**src/design/assert_macros.svh**
```systemverilog
// assertion macros used by the deframer top level
`ifndef ASSERT_MACROS_SVH
`define ASSERT_MACROS_SVH

// consequent must hold in the same cycle as the antecedent
`define ASSERT_IMPLIES(label, clk, rst_n, ante, cons, msg) \
    label: assert property (@(posedge clk) disable iff (!rst_n) (ante) |-> (cons)) \
        else $error(msg);

// condition must never be seen at a clock edge
`define ASSERT_NEVER(label, clk, rst_n, cond, msg) \
    label: assert property (@(posedge clk) disable iff (!rst_n) !(cond)) \
        else $error(msg);

`endif

```
**src/design/ldf_pkg.sv**
```systemverilog
// shared types and constants of the length-prefixed frame deframer
package ldf_pkg;

    // header layout
    localparam int unsigned HDR_LEN     = 16;
    localparam int unsigned HDR_SHIFT_W = 8 * (HDR_LEN - 1);

    // result event codes
    localparam logic [1:0] EV_HDR  = 2'd0;
    localparam logic [1:0] EV_BODY = 2'd1;
    localparam logic [1:0] EV_ERR  = 2'd2;

    // input commands
    localparam logic CMD_DATA  = 1'b0;
    localparam logic CMD_FLUSH = 1'b1;

    // configuration port
    localparam int unsigned PADDR_W      = 3;
    localparam logic        REG_MAX_BODY = 1'b0;
    localparam logic [31:0] MAX_BODY_RST = 32'd16777216;

    // result queue
    localparam int unsigned FIFO_DEPTH = 4;
    localparam int unsigned FIFO_AW    = $clog2(FIFO_DEPTH);
    localparam int unsigned FIFO_CW    = $clog2(FIFO_DEPTH + 1);

    typedef struct packed {
        logic       cmd;
        logic [7:0] data_byte;
    } in_t;

    typedef struct packed {
        logic [1:0]  event_res;
        logic [31:0] frame_type;
        logic [31:0] frame_body_len;
        logic [31:0] reserved_word;
        logic [7:0]  body_byte;
        logic        frame_last;
    } out_t;

    typedef struct packed {
        logic               full;
        logic               empty;
        logic [FIFO_CW-1:0] count;
    } fifo_stat_t;

endpackage

```
**src/design/ldf_front.sv**
```systemverilog
// front end: accepts stream bytes, collects and checks headers, tracks body
module ldf_front (
    input  logic          clk,
    input  logic          rst_n,
    input  logic          in_valid,
    output logic          in_stall,
    input  ldf_pkg::in_t  in_data,
    input  logic [31:0]   max_body_len,
    input  logic          q_full,
    output logic          push,
    output ldf_pkg::out_t push_data
);
    import ldf_pkg::*;

    logic                   in_body_reg, in_body_next;
    logic [3:0]             hdr_pos_reg, hdr_pos_next;
    logic [HDR_SHIFT_W-1:0] hdr_shift_reg, hdr_shift_next;
    logic [31:0]            body_rem_reg, body_rem_next;

    logic        accept;
    logic [31:0] total_len;
    logic [31:0] body_len;
    logic [31:0] msg_type;
    logic [31:0] resv_word;
    logic        hdr_ok;

    // stall only when the queue has no room
    assign in_stall = q_full;
    assign accept   = in_valid && !in_stall;

    // header words from the shift register and the closing byte
    assign total_len = hdr_shift_reg[HDR_SHIFT_W-1 -: 32];
    assign body_len  = hdr_shift_reg[HDR_SHIFT_W-33 -: 32];
    assign msg_type  = hdr_shift_reg[HDR_SHIFT_W-65 -: 32];
    assign resv_word = {hdr_shift_reg[23:0], in_data.data_byte};

    // header check
    assign hdr_ok = (total_len >= 32'(HDR_LEN))
                 && (body_len == total_len - 32'(HDR_LEN))
                 && (body_len <= max_body_len);

    // next state and queue write
    always_comb
    begin
        in_body_next   = in_body_reg;
        hdr_pos_next   = hdr_pos_reg;
        hdr_shift_next = hdr_shift_reg;
        body_rem_next  = body_rem_reg;
        push           = 1'b0;
        push_data      = '0;
        if (accept)
        begin
            priority if (in_data.cmd == CMD_FLUSH)
            begin
                in_body_next   = 1'b0;
                hdr_pos_next   = '0;
                hdr_shift_next = '0;
                body_rem_next  = '0;
            end
            else if (in_body_reg)
            begin
                push                = 1'b1;
                push_data.event_res = EV_BODY;
                push_data.body_byte = in_data.data_byte;
                body_rem_next       = body_rem_reg - 32'd1;
                if (body_rem_reg == 32'd1)
                begin
                    push_data.frame_last = 1'b1;
                    in_body_next         = 1'b0;
                    hdr_pos_next         = '0;
                    hdr_shift_next       = '0;
                    body_rem_next        = '0;
                end
            end
            else if (hdr_pos_reg != 4'(HDR_LEN - 1))
            begin
                hdr_shift_next = {hdr_shift_reg[HDR_SHIFT_W-9:0], in_data.data_byte};
                hdr_pos_next   = hdr_pos_reg + 4'd1;
            end
            else
            begin
                push           = 1'b1;
                hdr_pos_next   = '0;
                hdr_shift_next = '0;
                in_body_next   = 1'b0;
                body_rem_next  = '0;
                if (!hdr_ok)
                begin
                    push_data.event_res = EV_ERR;
                end
                else
                begin
                    push_data.event_res      = EV_HDR;
                    push_data.frame_type     = msg_type;
                    push_data.frame_body_len = body_len;
                    push_data.reserved_word  = resv_word;
                    if (body_len == 32'd0)
                    begin
                        push_data.frame_last = 1'b1;
                    end
                    else
                    begin
                        in_body_next  = 1'b1;
                        body_rem_next = body_len;
                    end
                end
            end
        end
    end

    // state registers
    always_ff @(posedge clk or negedge rst_n)
    begin
        if (!rst_n)
        begin
            in_body_reg   <= 1'b0;
            hdr_pos_reg   <= '0;
            hdr_shift_reg <= '0;
            body_rem_reg  <= '0;
        end
        else
        begin
            in_body_reg   <= in_body_next;
            hdr_pos_reg   <= hdr_pos_next;
            hdr_shift_reg <= hdr_shift_next;
            body_rem_reg  <= body_rem_next;
        end
    end

endmodule

```
**src/design/ldf_fifo.sv**
```systemverilog
// short result queue between front and back
module ldf_fifo (
    input  logic               clk,
    input  logic               rst_n,
    input  logic               push,
    input  ldf_pkg::out_t      push_data,
    input  logic               pop,
    output ldf_pkg::out_t      pop_data,
    output ldf_pkg::fifo_stat_t stat
);
    import ldf_pkg::*;

    out_t               mem_reg [FIFO_DEPTH];
    logic [FIFO_AW-1:0] wr_ptr_reg, wr_ptr_next;
    logic [FIFO_AW-1:0] rd_ptr_reg, rd_ptr_next;
    logic [FIFO_CW-1:0] count_reg, count_next;
    logic               do_push;
    logic               do_pop;

    assign stat.full  = (count_reg == FIFO_CW'(FIFO_DEPTH));
    assign stat.empty = (count_reg == '0);
    assign stat.count = count_reg;

    assign do_push  = push && !stat.full;
    assign do_pop   = pop && !stat.empty;
    assign pop_data = mem_reg[rd_ptr_reg];

    // pointer and count update
    always_comb
    begin
        wr_ptr_next = wr_ptr_reg;
        rd_ptr_next = rd_ptr_reg;
        count_next  = count_reg;
        if (do_push)
        begin
            wr_ptr_next = (wr_ptr_reg == FIFO_AW'(FIFO_DEPTH - 1)) ? '0
                                                                  : wr_ptr_reg + FIFO_AW'(1);
        end
        if (do_pop)
        begin
            rd_ptr_next = (rd_ptr_reg == FIFO_AW'(FIFO_DEPTH - 1)) ? '0
                                                                  : rd_ptr_reg + FIFO_AW'(1);
        end
        unique case ({do_push, do_pop})
            2'b10:   count_next = count_reg + FIFO_CW'(1);
            2'b01:   count_next = count_reg - FIFO_CW'(1);
            default: count_next = count_reg;
        endcase
    end

    // control registers
    always_ff @(posedge clk or negedge rst_n)
    begin
        if (!rst_n)
        begin
            wr_ptr_reg <= '0;
            rd_ptr_reg <= '0;
            count_reg  <= '0;
        end
        else
        begin
            wr_ptr_reg <= wr_ptr_next;
            rd_ptr_reg <= rd_ptr_next;
            count_reg  <= count_next;
        end
    end

    // entry storage
    always_ff @(posedge clk)
    begin
        if (do_push)
        begin
            mem_reg[wr_ptr_reg] <= push_data;
        end
    end

endmodule

```
**src/design/ldf_back.sv**
```systemverilog
// back end: moves queued results into the output register
module ldf_back (
    input  logic          clk,
    input  logic          rst_n,
    input  logic          q_empty,
    input  ldf_pkg::out_t q_data,
    output logic          pop,
    output logic          out_valid,
    input  logic          out_stall,
    output ldf_pkg::out_t out_data
);
    import ldf_pkg::*;

    logic out_valid_reg, out_valid_next;
    out_t out_data_reg;

    // refill when the register is empty or its transfer completes
    assign pop = !q_empty && (!out_valid_reg || !out_stall);

    always_comb
    begin
        out_valid_next = out_valid_reg;
        if (pop)
        begin
            out_valid_next = 1'b1;
        end
        else if (!out_stall)
        begin
            out_valid_next = 1'b0;
        end
    end

    always_ff @(posedge clk or negedge rst_n)
    begin
        if (!rst_n)
        begin
            out_valid_reg <= 1'b0;
        end
        else
        begin
            out_valid_reg <= out_valid_next;
        end
    end

    always_ff @(posedge clk)
    begin
        if (pop)
        begin
            out_data_reg <= q_data;
        end
    end

    assign out_valid = out_valid_reg;
    assign out_data  = out_data_reg;

endmodule

```
**src/design/length_prefixed_frame_deframer.sv**
```systemverilog
// top level of the length-prefixed frame deframer
// a result is written into the result queue at the edge that takes its byte, then moves on into the output register
// throughput: one byte per cycle; input stalls only when the four-entry result queue is full
// header check runs in the cycle that takes the sixteenth header byte
// reset: rst_n clears frame state, queue and output valid; max_body_length returns to 16777216
`include "assert_macros.svh"

module length_prefixed_frame_deframer (
    input  logic                   clk,
    input  logic                   rst_n,
    input  logic                   in_valid,
    output logic                   in_stall,
    input  ldf_pkg::in_t           in_data,
    output logic                   out_valid,
    input  logic                   out_stall,
    output ldf_pkg::out_t          out_data,
    input  logic                   psel,
    input  logic                   penable,
    input  logic                   pwrite,
    input  logic [ldf_pkg::PADDR_W-1:0] paddr,
    input  logic [31:0]            pwdata,
    output logic [31:0]            prdata,
    output logic                   pready
);
    import ldf_pkg::*;

    logic       max_body_sel;
    logic [31:0] max_body_len_reg;
    logic       cfg_wr;
    logic       push;
    logic       pop;
    out_t       push_data;
    out_t       q_data;
    fifo_stat_t q_stat;

    // configuration register
    assign pready = 1'b1;
    assign cfg_wr = psel && penable && pwrite && pready;
    assign max_body_sel = (paddr[2] == REG_MAX_BODY);
    assign prdata = max_body_sel ? max_body_len_reg : 32'd0;

    always_ff @(posedge clk or negedge rst_n)
    begin
        if (!rst_n)
        begin
            max_body_len_reg <= MAX_BODY_RST;
        end
        else if (cfg_wr && max_body_sel)
        begin
            max_body_len_reg <= pwdata;
        end
    end

    ldf_front u_front (
        .clk          (clk),
        .rst_n        (rst_n),
        .in_valid     (in_valid),
        .in_stall     (in_stall),
        .in_data      (in_data),
        .max_body_len (max_body_len_reg),
        .q_full       (q_stat.full),
        .push         (push),
        .push_data    (push_data)
    );

    ldf_fifo u_fifo (
        .clk       (clk),
        .rst_n     (rst_n),
        .push      (push),
        .push_data (push_data),
        .pop       (pop),
        .pop_data  (q_data),
        .stat      (q_stat)
    );

    ldf_back u_back (
        .clk       (clk),
        .rst_n     (rst_n),
        .q_empty   (q_stat.empty),
        .q_data    (q_data),
        .pop       (pop),
        .out_valid (out_valid),
        .out_stall (out_stall),
        .out_data  (out_data)
    );

    // checks
    `ASSERT_NEVER(a_push_full, clk, rst_n, push && q_stat.full, "result pushed into a full queue")
    `ASSERT_NEVER(a_count_range, clk, rst_n, q_stat.count > FIFO_CW'(FIFO_DEPTH), "queue count overflow")
    `ASSERT_IMPLIES(a_err_zero, clk, rst_n, out_valid && out_data.event_res == EV_ERR, out_data.frame_type == 32'd0 && out_data.frame_body_len == 32'd0 && out_data.reserved_word == 32'd0 && out_data.body_byte == 8'd0 && !out_data.frame_last, "error result carries data")
    `ASSERT_IMPLIES(a_hdr_last, clk, rst_n, out_valid && out_data.event_res == EV_HDR, out_data.frame_last == (out_data.frame_body_len == 32'd0), "header frame_last does not match empty body")

endmodule

```
**config.mk**
```make
export PLATFORM = sky130hd
export DESIGN_NAME = length_prefixed_frame_deframer
export DESIGN_NICKNAME = d
export VERILOG_FILES = /design/src/design/ldf_pkg.sv /design/src/design/ldf_front.sv /design/src/design/ldf_fifo.sv /design/src/design/ldf_back.sv /design/src/design/length_prefixed_frame_deframer.sv
export VERILOG_INCLUDE_DIRS = /design/src /design/src/design
export SDC_FILE = /design/constraint.sdc
export NUM_CORES = 1
export LEC_CHECK = 0
export BUFFER_PORTS_ARGS = -buffer_cell sky130_fd_sc_hd__clkbuf_2
export CAP_MARGIN = 20
export CORE_UTILIZATION = 55
export CTS_CLUSTER_DIAMETER = 50
export DETAILED_ROUTE_END_ITERATION = 10
export PLACE_DENSITY = 0.73
export SYNTH_ARGS = -nofsm -noshare
export SYNTH_HDL_FRONTEND = slang
export SYNTH_SLANG_ARGS = --single-unit
```
**constraint.sdc**
```tcl
create_clock -name clk -period 8.9 [get_ports clk]
set_clock_uncertainty 0.15 [all_clocks]
set_input_delay 0 -clock clk [delete_from_list [all_inputs] [get_ports clk]]
set_output_delay 0 -clock clk [all_outputs]
set_load 0.1 [all_outputs]
```
==> results of run 1 <==
[metal layers]
metal  vias to the layer above  part of all wire
li1                       7543                 -
met1                      8769              0.40
met2                       604              0.51
met3                       120             0.060
met4                         4             0.026
met5                         -           0.00068
[layout by cell type (no fill, tap or decap), types with 43 or more instances in the layout]
master	count
nor2_1	70
a22o_1	127
clkbuf_2	188
dlygate4sd3_1	93
mux4_2	107
dfrtp_1	194
edfxtp_1	535
clkbuf_16	80
nand2_1	47
inv_1	48
and2_1	104
ha_1	43
[worst max-delay path, stage by stage (launching register included)]
cell and delay [ps]:
dfrtp_1 460, inv_1 90, ha_1 270, or4b_1 530, nor4_1 660, a31oi_1 220, a211oi_2 420, nand2_1 260
nor3_4 760, buf_12 370, and2_1 270
[worst paths after layout]
check,end,slack [ps],cells past startpoint
setup reg to reg,u_fifo.mem_reg[3][101]$_DFFE_PP_,4070,10
max in group asynchronous,u_fifo.rd_ptr_reg[0]$_DFFE_PN0P_,6670,5
setup / recovery,u_fifo.mem_reg[3][101]$_DFFE_PP_,4070,10
hold reg to reg,u_fifo.count_reg[2]$_DFFE_PN0P_,350,1
min in group asynchronous,max_body_len_reg[24]$_DFFE_PN1P_,350,3
hold / removal,u_front.hdr_shift_reg[5]$_DFFE_PN0P_,50,3
[synth_stat cells (4+ instances only)]
library cell | count | share of area
nor4_1 | 26 | 0.0055
dfrtp_1 | 196 | 0.17
inv_1 | 48 | 0.0061
edfxtp_1 | 535 | 0.54
ha_1 | 43 | 0.018
a22o_1 | 127 | 0.038
o211a_1 | 6 | 0.0020
clkbuf_1 | 71 | 0.0090
a221o_1 | 4 | 0.0014
o31a_1 | 4 | 0.0012
a221oi_1 | 4 | 0.0012
nand2b_1 | 6 | 0.0013
mux2_2 | 34 | 0.013
and3_1 | 4 | 0.00084
nor3_1 | 31 | 0.0052
xnor2_1 | 25 | 0.0074
or3_1 | 8 | 0.0017
a21oi_1 | 42 | 0.0071
o2bb2ai_1 | 7 | 0.0021
nand3_1 | 16 | 0.0027
xor2_1 | 21 | 0.0062
and2_1 | 108 | 0.023
nor2b_1 | 6 | 0.0013
buf_4 | 7 | 0.0018
nand4_1 | 15 | 0.0032
nand2_1 | 48 | 0.0061
buf_2 | 6 | 0.0010
mux4_2 | 107 | 0.081
buf_1 | 14 | 0.0018
nor2_1 | 71 | 0.0090
a21o_1 | 20 | 0.0051
or4_1 | 11 | 0.0028
a211o_1 | 4 | 0.0012
a31oi_1 | 6 | 0.0013
o21ai_0 | 35 | 0.0059
nand3b_1 | 5 | 0.0013
[cell type report]
class	count	area share
flip-flops and latches	732	0.605
repair buffers	306	0.0604
well taps	688	0.0248
clock inverters	37	0.0107
multi-input cells	895	0.233
inverters	49	0.00530
clock buffers	103	0.0610
[power by group through the flow]
stage / Sequential [W] / Clock [W] / Combinational, W
2_1_floorplan: 0.00545 / 0 / 0.00104
3_3_place_gp: 0.00433 / 0 / 0.00261
3_5_place_dp: 0.00434 / 0 / 0.00264
4_1_cts: 0.00427 / 0.00318 / 0.00271
5_1_grt: 0.00430 / 0.00330 / 0.00282
6_report: 0.00426 / 0.00313 / 0.00270
[cells by family after synthesis]
logic type,after synthesis,synth area share
compound gates,289,0.0747
mux,141,0.0942
fa+ha+maj,44,0.0188
xor+xnor,46,0.0136
flops,732,0.709
other cells,1,0.000127
simple gates,374,0.0702
buf+inv,147,0.0198
[stage by stage]
| stage | cell area, um2 | hold slack [ps] | std cells | utilization | setup WS, ps |
|---|---|---|---|---|---|
| 6_report | 34700 | 48.3 | 2810 | 0.657 | 4070 |
| 5_1_grt | 34700 | 53.7 | 2810 | 0.657 | 3830 |
| 4_1_cts | 34700 | 10.2 | 2810 | 0.657 | 4170 |
| 3_5_place_dp | 31300 | -21.2 | 2576 | 0.592 | 4160 |
| 3_3_place_gp | 31300 | -35.1 | 2576 | 0.592 | 4230 |
| 2_1_floorplan | 29600 | -446 | 1774 | - | 942 |
[repair_timing]
action,in CTS,in global routing
endpoints found under the hold margin,215,0
hold buffers,94,0
buffers inserted,0,0
resized for setup,0,0
==> flow_metrics.env, run 1 <==
export IMPL_outcome="finished, violations left"
export IMPL_violations="design-rule violations"
export IMPL_pin_count=193
export IMPL_routabilityCongestion=0.898
export IMPL_grt_usage=0.247
export IMPL_multi_input_area_um2=8090
export IMPL_rsz0062_at_grt="no"
export IMPL_seqPwrFrac=0.422
export IMPL_grt_pass1_wl_um=100000
export IMPL_yosysUniqueCellTypes=71
export IMPL_synth_seq_cells=732
export IMPL_clockBufferDepth=3
export IMPL_cts_buffers=76
export IMPL_portBuffers=189
export IMPL_p_sw_frac=0.366
export IMPL_antenna_found_initial=2
export IMPL_period_share=0.543
export IMPL_grt_overflow=0
export IMPL_startpoint_type="flip-flop"
export IMPL_fillCellCount=3518
export IMPL_vias=17000
export IMPL_busiest_layer="met2"
export IMPL_syn_nets=1869
export IMPL_met2_usage=0.418
export IMPL_nets=2155
export IMPL_timing_fmax_mhz=207
export IMPL_routed_wirelength_um=66400
export IMPL_die_width_um=234
export IMPL_postRouteAntennaNets=0
export IMPL_largest_reg_flops=428
export IMPL_slew_violations=0
export IMPL_yosysWarnings=0
export IMPL_critPathArrivalTime_ps=5140
export IMPL_syn_cell_area_um2=29600
export IMPL_drive_gt1_frac=0.232
export IMPL_synth_cells=1774
export IMPL_cts_reportedPaths_clkPinSlew_ps=60
export IMPL_required_ps=9210
export IMPL_cp_max_fo=101
export IMPL_die_h_um=234
export IMPL_tns_ps=0
export IMPL_p_per_area_nw_per_um2=291
export IMPL_endpoint_kind="flip-flop"
export IMPL_p_leak_nw=14.5
export IMPL_dieArea_um2=54800
export IMPL_via_per_inst=6.06
export IMPL_max_vdd_ir_drop_mv=0.218
export IMPL_clock_sinks=732
export IMPL_finalSetupViolations=0
export IMPL_grt_start_max_net_pins=102
export IMPL_num_antenna_cells=0
export IMPL_min_from="in_data[5]"
export IMPL_fin_crit_ps=4830
export IMPL_maxCapViolCount=0
export IMPL_crit_start="u_front.hdr_shift_reg[92]$_DFFE_PN0P_"
export IMPL_drt_iter0_markers=1382
export IMPL_crit_type="reg2reg"
export IMPL_ys_flop_type="edfxtp_1"
export IMPL_min_path_type="in2reg"
export IMPL_wl_per_cell_um=23.6
export IMPL_clkPwrFrac=0.310
export IMPL_drc=5
export IMPL_core_um2=52900
export IMPL_synthArstFlopShare=0.269
export IMPL_p_switching_w=0.00370
export IMPL_synth_edf_count=535
export IMPL_combPwrFrac=0.268
export IMPL_reg2reg_from="u_front.hdr_shift_reg[92]$_DFFE_PN0P_"
export IMPL_cts_root_buf="clkbuf_16"
export IMPL_htree_levels=3
export IMPL_start_util=0.561
export IMPL_rows=84
export IMPL_seq_area_frac_synth=0.709
export IMPL_grt_pass1_vias=17300
export IMPL_dr_pass1_iters=8
export IMPL_regArea_um2=21000
export IMPL_p_int_w=0.00640
export IMPL_tightest_slew_ps=1050
export IMPL_grt_use_met3=0.0450
export IMPL_avgSynthCellArea_um2=16.7
export IMPL_clk_latency_ps=620
export IMPL_gr_usage_met1=0.322
export IMPL_power_w=0.0101
export IMPL_hpwlAfterDp_um=38000
export IMPL_area_growth_pct=17.2
export IMPL_tritoncts="built"
export IMPL_relSlewSlack=0.300
export IMPL_hold_viol=0
Note: power is estimated with default switching activity, not from simulation.
==> run 2: changes to the inputs <==
- PLACE_DENSITY: 0.73 -> 0.76
- clock period: 8.9 -> 4 ns (I/O delays scaled with it)
==> flow_metrics.env, run 2 (synthesis gave the netlist of run 1 again) <==
export IMPL_drive_gt1_frac=0.253
export IMPL_critPathBufInv=5
export IMPL_tns_ps=0
export IMPL_p_int_w=0.0147
export IMPL_cts_setup_buffers=0
export IMPL_seqPwrFrac=0.403
export IMPL_endpoint_kind="flip-flop"
export IMPL_largest_reg_flops=428
export IMPL_place_inst=2631
export IMPL_cpMaxStageDelayCell="or4b_1"
export IMPL_wl_per_cell_um=24.4
export IMPL_vias=17600
export IMPL_r2r_end="u_fifo.mem_reg[3][64]$_DFFE_PP_"
export IMPL_violations="design-rule violations"
export IMPL_reg2reg_slack_ps=230
export IMPL_cts_reportedPaths_clkPinSlew_ps=60
export IMPL_pin_count=193
export IMPL_min_path_type="in2reg"
export IMPL_critPathArrivalTime_ps=4080
export IMPL_tightest_slew_ps=961
export IMPL_dieArea_um2=54800
export IMPL_combPwrFrac=0.276
export IMPL_required_ps=4310
export IMPL_startpoint_type="flip-flop"
export IMPL_clock_sinks=732
export IMPL_rsz0062_at_grt="no"
export IMPL_cp_max_fo=32
export IMPL_min_to="u_back.out_valid$_DFFE_PN0P_"
export IMPL_hold_viol=0
export IMPL_hpwlAfterDp_um=41400
export IMPL_grt_start_max_net_pins=110
export IMPL_dr_pass1_iters=8
export IMPL_crit_path_cell_trace="inv_1 > ha_1 > buf_4 > or4b_1 > nor4_2 > buf_4 > a31oi_1 > a211oi_2 > nand2_1 > nor3_4 > buf_12 > buf_12 > and2_1"
export IMPL_grt_pass1_wl_um=107000
export IMPL_final_common_cell="edfxtp_1"
export IMPL_tritoncts="built"
export IMPL_nets=2226
export IMPL_fin_crit_ps=3770
export IMPL_outcome="finished, violations left"
export IMPL_area_growth_pct=20.6
export IMPL_finalSetupViolations=0
export IMPL_fin_cells=2885
export IMPL_core_um2=52900
export IMPL_p_leak_nw=15.0
export IMPL_drc=28
export IMPL_clkPwrFrac=0.321
export IMPL_htree_levels=3
export IMPL_reg2reg_from="u_front.hdr_shift_reg[92]$_DFFE_PN0P_"
export IMPL_min_from="out_stall"
export IMPL_dpl_worst_slack_ps=211
export IMPL_antenna_found_initial=6
export IMPL_p_switching_w=0.00837
export IMPL_die_h_um=234
export IMPL_place_area_um2=31900
export IMPL_max_vdd_ir_drop_mv=0.648
export IMPL_start_util=0.561
export IMPL_grt_pass1_vias=18000
export IMPL_postRouteAntennaNets=0
export IMPL_clk_latency_ps=640
export IMPL_slew_violations=0
export IMPL_multi_input_area_um2=8110
export IMPL_grt_overflow=0
export IMPL_rows=84
export IMPL_r2r_cells=13
export IMPL_clockBufferDepth=3
export IMPL_timing_fmax_mhz=265
export IMPL_crit_type="reg2reg"
export IMPL_crit_start="u_front.hdr_shift_reg[92]$_DFFE_PN0P_"
export IMPL_cts_buffers=76
export IMPL_regArea_um2=21000
export IMPL_relSlewSlack=0.359
export IMPL_grt_usage=0.263
export IMPL_fillCellCount=3321
export IMPL_final_util=0.676
export IMPL_via_per_inst=6.10
export IMPL_p_per_area_nw_per_um2=645
export IMPL_layout_setup_ws_ps=229
export IMPL_p_sw_frac=0.363
export IMPL_final_cell_mix="edfxtp_1 (535), dfrtp_1 (193), clkbuf_2 (188)"
export IMPL_cts_root_buf="clkbuf_16"
export IMPL_maxCapViolCount=0
export IMPL_die_width_um=234
export IMPL_drt_iter0_markers=1589
export IMPL_cp_slowest_stage_delay_ps=510
export IMPL_portBuffers=189
export IMPL_cp_top_family="simple AND/OR/NAND/NOR gates"
export IMPL_final_area_um2=35700
export IMPL_hold_depth=4
export IMPL_routed_wirelength_um=70400
export IMPL_period_share=0.943
export IMPL_routabilityCongestion=0.869
run 2: cell types whose count changed in the layout (fill, tap and decap cells not counted), moves of 2 or more:
| cell | change |
|---|---|
| clkinv_2 | +3 |
| inv_6 | -4 |
| bufinv_16 | +5 |
| clkinv_16 | +2 |
| diode_2 | +3 |
| buf_12 | +19 |
| clkbuf_1 | -8 |
| dlygate4sd3_1 | +16 |
| buf_4 | +37 |
| clkinv_1 | +3 |
run 2: area by class of cell:
cell class | count | area share
diodes | 3 | 0.000210
clock buffers | 96 | 0.0591
clock inverters | 45 | 0.0157
inverters | 49 | 0.00515
multi-input cells | 895 | 0.227
flip-flops and latches | 732 | 0.588
well taps | 688 | 0.0241
repair buffers | 377 | 0.0809
run 2: power groups by stage:
stage	Clock (W)	Combinational, W	Sequential [W]
3_3_place_gp	0	0.00611	0.00941
3_5_place_dp	0	0.00618	0.00943
5_1_grt	0.00778	0.00665	0.00936
6_report	0.00740	0.00635	0.00929
4_1_cts	0.00748	0.00636	0.00929
2_1_floorplan	0	0.00231	0.0121
run 2: layer usage:
layer / global-route usage / vias up / wire length, um
met1: 0.347 / 9109 / 27800
met5: 0 / - / 27
met4: 0.0974 / 4 / 2100
li1: - / 7692 / -
met3: 0.0489 / 148 / 4500
met2: 0.438 / 656 / 36000
run 2: repair_timing:
item,4_1_cts,5_1_grt
endpoints found under the setup margin,0,42
gates resized for setup,0,2
hold buffers,110,0
endpoints found under the hold margin,349,0
run 2: worst min-delay path: stages:
cell	delay (ps)
dlygate4sd3_1	520
clkbuf_2	130
nand2_1	60
nand2_1	50
run 2: worst max-delay path by stage:
stage	cells after the start	end
after floorplan	7	u_fifo.count_reg[2]$_DFFE_PN0P_
final	13	u_fifo.mem_reg[3][64]$_DFFE_PP_
after global placement	13	u_fifo.mem_reg[0][72]$_DFFE_PP_
after CTS	12	u_fifo.mem_reg[1][26]$_DFFE_PP_
after detailed placement	13	u_fifo.mem_reg[1][50]$_DFFE_PP_
after global routing	13	u_fifo.mem_reg[2][64]$_DFFE_PP_
run 2: metrics by stage:
stage	hold WS [ps]	total power [W]
3_5_place_dp	85.0	0.0156
5_1_grt	41.3	0.0238
6_report	35.6	0.0230
2_1_floorplan	-446	0.0144
4_1_cts	5.90	0.0231
3_3_place_gp	51.2	0.0155
